`src/rtl/core/qla_pkg.sv`:
```
// Shared types and constants of the Q-learning agent: request and scan codes,
// controller states, register indexes and the command/status structs.
// No dependencies; every other file of the block imports this package.
package qla_pkg;

  localparam int CFG_IDX_W  = 3;
  localparam int CFG_DATA_W = 17;
  localparam int RATE_W     = 17;
  localparam int RAND_W     = 16;
  localparam int PICK_IW    = 4;
  localparam int Q_W        = 32;

  localparam logic [RATE_W-1:0] ONE_Q16 = 17'd65536;

  localparam logic [4:0]        RST_ACTIONS = 5'd16;
  localparam logic [RATE_W-1:0] RST_ALPHA   = 17'd6554;
  localparam logic [RATE_W-1:0] RST_GAMMA   = 17'd58982;
  localparam logic [RATE_W-1:0] RST_DECAY   = 17'd66;

  localparam logic [CFG_IDX_W-1:0] CFG_ACTIONS = 3'd0;
  localparam logic [CFG_IDX_W-1:0] CFG_ALPHA   = 3'd1;
  localparam logic [CFG_IDX_W-1:0] CFG_GAMMA   = 3'd2;
  localparam logic [CFG_IDX_W-1:0] CFG_EPS0    = 3'd3;
  localparam logic [CFG_IDX_W-1:0] CFG_DECAY   = 3'd4;
  localparam logic [CFG_IDX_W-1:0] CFG_START   = 3'd5;

  typedef enum logic [1:0] {
    REQ_LOAD   = 2'd0,
    REQ_CHOOSE = 2'd1,
    REQ_REWARD = 2'd2
  } req_t;

  typedef enum logic [1:0] {
    SCAN_STATS      = 2'd0,
    SCAN_PICK_VALID = 2'd1,
    SCAN_PICK_TOP   = 2'd2
  } scan_mode_t;

  typedef enum logic [3:0] {
    ST_CLEAR,
    ST_IDLE,
    ST_DECODE,
    ST_STATS,
    ST_DIV,
    ST_PICK,
    ST_RD_WAIT,
    ST_NSTART,
    ST_NSCAN,
    ST_MUL_G,
    ST_TGT,
    ST_MUL_A,
    ST_WB,
    ST_DONE
  } ctrl_state_t;

  typedef struct packed {
    logic       clear;
    logic       latch_in;
    logic       res_clear;
    logic       load_wr;
    logic       rd_entry;
    logic       entry_latch;
    logic       scan_start;
    scan_mode_t scan_mode;
    logic       scan_from_next;
    logic       div_start;
    logic       no_valid;
    logic       commit;
    logic       mul_g;
    logic       tgt;
    logic       mul_a;
    logic       wb;
    logic       out_load;
  } cmd_t;

  typedef struct packed {
    req_t req;
    logic clr_done;
    logic scan_busy;
    logic div_busy;
    logic count_zero;
    logic explore_hit;
    logic out_free;
  } sts_t;

endpackage

```
`src/rtl/core/qla_ctrl.sv`:
```
// Controller of the Q-learning agent: one state machine that sequences the
// clearing pass, table loads, action choice and the Q update. Uses qla_pkg.
module qla_ctrl import qla_pkg::*; (
  input  logic clk,
  input  logic rst,
  input  logic in_valid,
  output logic in_stall,
  output cmd_t cmd,
  input  sts_t sts
);

  ctrl_state_t state, state_next;

  always_ff @(posedge clk) begin
    if (rst) begin
      state <= ST_CLEAR;
    end else begin
      state <= state_next;
    end
  end

  always_comb begin
    state_next    = state;
    cmd           = '0;
    cmd.scan_mode = SCAN_STATS;
    in_stall      = 1'b1;
    unique case (state)
      ST_CLEAR: begin
        cmd.clear = 1'b1;
        if (sts.clr_done) state_next = ST_IDLE;
      end
      ST_IDLE: begin
        in_stall = 1'b0;
        if (in_valid) begin
          cmd.latch_in = 1'b1;
          state_next   = ST_DECODE;
        end
      end
      ST_DECODE: begin
        cmd.res_clear = 1'b1;
        unique case (sts.req)
          REQ_CHOOSE: begin
            cmd.scan_start = 1'b1;
            state_next     = ST_STATS;
          end
          REQ_REWARD: begin
            cmd.rd_entry = 1'b1;
            state_next   = ST_RD_WAIT;
          end
          default: begin
            cmd.load_wr = 1'b1;
            state_next  = ST_DONE;
          end
        endcase
      end
      ST_STATS: begin
        if (!sts.scan_busy) begin
          if (sts.count_zero) begin
            cmd.no_valid = 1'b1;
            state_next   = ST_DONE;
          end else begin
            cmd.div_start = 1'b1;
            state_next    = ST_DIV;
          end
        end
      end
      ST_DIV: begin
        if (!sts.div_busy) begin
          cmd.scan_start = 1'b1;
          cmd.scan_mode  = sts.explore_hit ? SCAN_PICK_VALID : SCAN_PICK_TOP;
          state_next     = ST_PICK;
        end
      end
      ST_PICK: begin
        if (!sts.scan_busy) begin
          cmd.commit = 1'b1;
          state_next = ST_DONE;
        end
      end
      ST_RD_WAIT: begin
        cmd.entry_latch = 1'b1;
        state_next      = ST_NSTART;
      end
      ST_NSTART: begin
        cmd.scan_start     = 1'b1;
        cmd.scan_from_next = 1'b1;
        state_next         = ST_NSCAN;
      end
      ST_NSCAN: begin
        if (!sts.scan_busy) state_next = ST_MUL_G;
      end
      ST_MUL_G: begin
        cmd.mul_g  = 1'b1;
        state_next = ST_TGT;
      end
      ST_TGT: begin
        cmd.tgt    = 1'b1;
        state_next = ST_MUL_A;
      end
      ST_MUL_A: begin
        cmd.mul_a  = 1'b1;
        state_next = ST_WB;
      end
      ST_WB: begin
        cmd.wb     = 1'b1;
        state_next = ST_DONE;
      end
      ST_DONE: begin
        if (sts.out_free) begin
          cmd.out_load = 1'b1;
          state_next   = ST_IDLE;
        end
      end
      default: state_next = ST_CLEAR;
    endcase
  end

  a_accept_decodes: assert property (@(posedge clk) disable iff (rst)
    (in_valid && !in_stall) |=> state == ST_DECODE)
    else $error("accepted item not decoded");
  a_clear_blocks_input: assert property (@(posedge clk) disable iff (rst)
    (state == ST_CLEAR) |-> in_stall)
    else $error("input taken during clearing pass");
  a_done_waits_free: assert property (@(posedge clk) disable iff (rst)
    (state == ST_DONE && !sts.out_free) |=> state == ST_DONE)
    else $error("result dropped while output register full");

endmodule

```
`config.mk`:
```
export PLATFORM = sky130hd
export DESIGN_NAME = qla_ctrl
export DESIGN_NICKNAME = d
export VERILOG_FILES = /design/src/rtl/core/qla_pkg.sv /design/src/rtl/core/qla_ctrl.sv
export SDC_FILE = /design/constraint.sdc
export NUM_CORES = 1
export LEC_CHECK = 0
export ABC_AREA = 1
export ABC_CLOCK_PERIOD_IN_PS = 2600
export BUFFER_PORTS_ARGS = -buffer_cell sky130_fd_sc_hd__clkbuf_2
export CAP_MARGIN = 20
export CORE_AREA = 3 3 40 42
export DETAILED_ROUTE_END_ITERATION = 16
export DIE_AREA = 0 0 43 45
export PLACE_DENSITY = 0.77
export SLEW_MARGIN = 10
export SYNTH_ARGS = -nofsm -noshare
export SYNTH_HDL_FRONTEND = slang
export SYNTH_SLANG_ARGS = --single-unit
```
`constraint.sdc`:
```
create_clock -name clk -period 2.6 [get_ports clk]
set_input_delay 0.52 -clock clk [delete_from_list [all_inputs] [get_ports clk]]
set_output_delay 0.52 -clock clk [all_outputs]
set_load 0.01 [all_outputs]
```
==> metrics <==
run status=completed; static leakage=just under 0.5 nW; number of synthesized register bits=4; synth cell count leaders=nand2_1, inv_1, nor2_1; Final Cell Area=743 um^2; Net Sw Frac=52.5%; CP Cell Sequence=nor2_1 > nand2_1 > nor3_1 > clkbuf_2; number of nets with antenna violations after routing=0; Fmax=0.525 GHz; max reg flops=4; Reg2Reg Launch Point=state[3]$_SDFFE_PP0P_; Root Buffer=clkbuf_4; hold_buf cts=0; routed vias=709; dominant register cell in the synthesized netlist=dfxtp_1; largest net degree at the start of global routing=7; initial core utilization=43.3%; critical path depth=4; largest area contributor in the netlist=nand2_1; Final setup viols=0; post-DP HPWL=1270 um; Int Power=250 uW; Worst R2R End=state[1]$_SDFFE_PP0P_; pwr dens=707 mW/mm^2; Power Total=approximately 530 uW; maximum vdd drop=400 uV; CP max stage delay=0.36 ns; height of the die=roughly 45 um; top cell type's share of synthesized area=21.6%; cell with the most instances after synthesis=nand2_1; CTS tree=built; Skew-Pair Late Insertion Delay=approximately 0.23 ns; Regs by FF count=state x4; Tmin final=1.91 ns; DRC violations left=0; post-CTS resize count=0; Worst EP required=2.08 ns; clock sinks=4; grt ovf=0; core area=0.00128 mm^2; ys async rst share=0%; Final nets=154; CP max-delay cell=dfxtp_1; layout cells sized above 1=29.2%; setup TNS after final layout=0 ns; Post-DP Area=between 700 and 800 um^2; Ports=30; total track usage=15.6%; Slew HR=73.7%; Flop pwr share=20.3%; Core Rows=13; Post-Syn Nets=120; antenna violations before repair=0; Area contributors post-synth=nand2_1, dfxtp_1, inv_1; critical path class=flop to output pin; cell area after synthesis=557 um^2; sequential fraction of the synthesis area=14.4%; # diodes=0; CP endpoint kind=output pin; Final Hold Fails=0; clock share of power=14.5%; CP top delay family=simple AND/OR/NAND/NOR gates; Final Max Tran Viols=0; CP Buf/Inv Count=1; Final WS setup=between 0.6 and 0.7 ns; H-Tree Depth=1; Max FO, Critical Path=6; CP arrival=1.39 ns; Synth Area per Inst=5.30 um^2; R2R Setup Slk=1.18 ns; clock skew=~0.0065 ns; final wirelength=1460 um; drt pass-1 iters=4; first-pass GRT wire length=roughly 2400 um; Syn Inst Count=approximately 110; Die Wd=43 um; port bufs=29; worst hold path class=primary input to flop; switching pwr=276 uW; pre-CTS setup slack=0.830 ns; number of synthesized flops with an enable pin=0; worst-margin pin slew=0.393 ns; Placer Congestion=0.862; hold path depth=2; vias in the first global route=569; CTS buffer count=3; Biggest register=state; die area=0.00194 mm^2; max-capacitance violation count=0; routed len/inst=9.57 um; Combinational Power Share=about two thirds; Distinct cells, synth=16; yosys warns=0; Synth-to-Final Area Change=33.5%; routed vias/inst=about 4.7; hold path start=rst; clock slew at reported path FFs=0.04 ns; DR iter-0 viols=13; Longest Clk Path Bufs=2; RSZ-0062 raised after global routing=false; Final period util=around 73%; reg2reg path depth=8; Post-CTS Setup Inserts=0; crit start category=flop; Hold Path Sink=state[3]$_SDFFE_PP0P_
-- placed cells by master, fill, tap and decap left out, types with 4 or more instances in the layout --
cell      instances
a21oi_1           6
inv_1            18
nor3_1            4
dfxtp_1           4
clkbuf_2         29
nor2_1           18
ha_1              4
nand2_1          32
nand3_1           8
-- power groups by stage --
stage                     Combinational [mW]  Clock [mW]  Sequential [mW]
after floorplan                        0.252           0            0.102
after CTS                              0.346      0.0803            0.106
after detailed placement               0.344           0            0.108
after global routing                   0.390      0.0858            0.111
final                                  0.343      0.0763            0.107
after global placement                 0.337           0            0.107
-- per-layer routing --
metal  vias up  routed length [um]  GRT usage [%]
met2        22                 672           27.2
met5         -                   0              0
met4         0                   0           1.81
li1        392                   -              -
met3         0                 105           4.38
met1       295                 677           19.9
-- layout make-up --
| class | instances | area (um^2) |
|---|---|---|
| Clock buffer | 3 | 22.5 |
| Tap cell | 15 | 18.8 |
| Inverter | 18 | 67.6 |
| Fill cell | 144 | 542 |
| Sequential cell | 4 | 80.1 |
| Timing Repair Buffer | 29 | 145 |
| Multi-Input combinational cell | 83 | 409 |
-- kinds of logic after synthesis --
logic type | count (synthesis) | share of synthesized area, %
buf+inv | 18 | 12.1
flops | 4 | 14.4
compound gates | 8 | 7.86
simple gates | 71 | 56.6
fa+ha+maj | 4 | 8.99
-- through the flow --
step	std cells	hold WS (ns)	util (%)
2_1_floorplan	105	0.485	-
3_3_place_gp	149	0.519	56.1
3_5_place_dp	149	0.524	56.1
4_1_cts	152	0.485	57.8
5_1_grt	152	0.490	57.8
6_report	152	0.493	57.8
-- how the worst max path moves through the flow --
stage,startpoint,to,slack (ns)
after floorplan,sts[6],cmd[13],1.06
after CTS,state[1]$_SDFFE_PP0P_,cmd[7],0.69
after detailed placement,sts[6],cmd[14],0.83
after global routing,state[0]$_SDFFE_PP0P_,cmd[16],0.60
final,state[3]$_SDFFE_PP0P_,cmd[7],0.69
after global placement,sts[6],cmd[14],0.87
(Power assumes the default switching activity.)
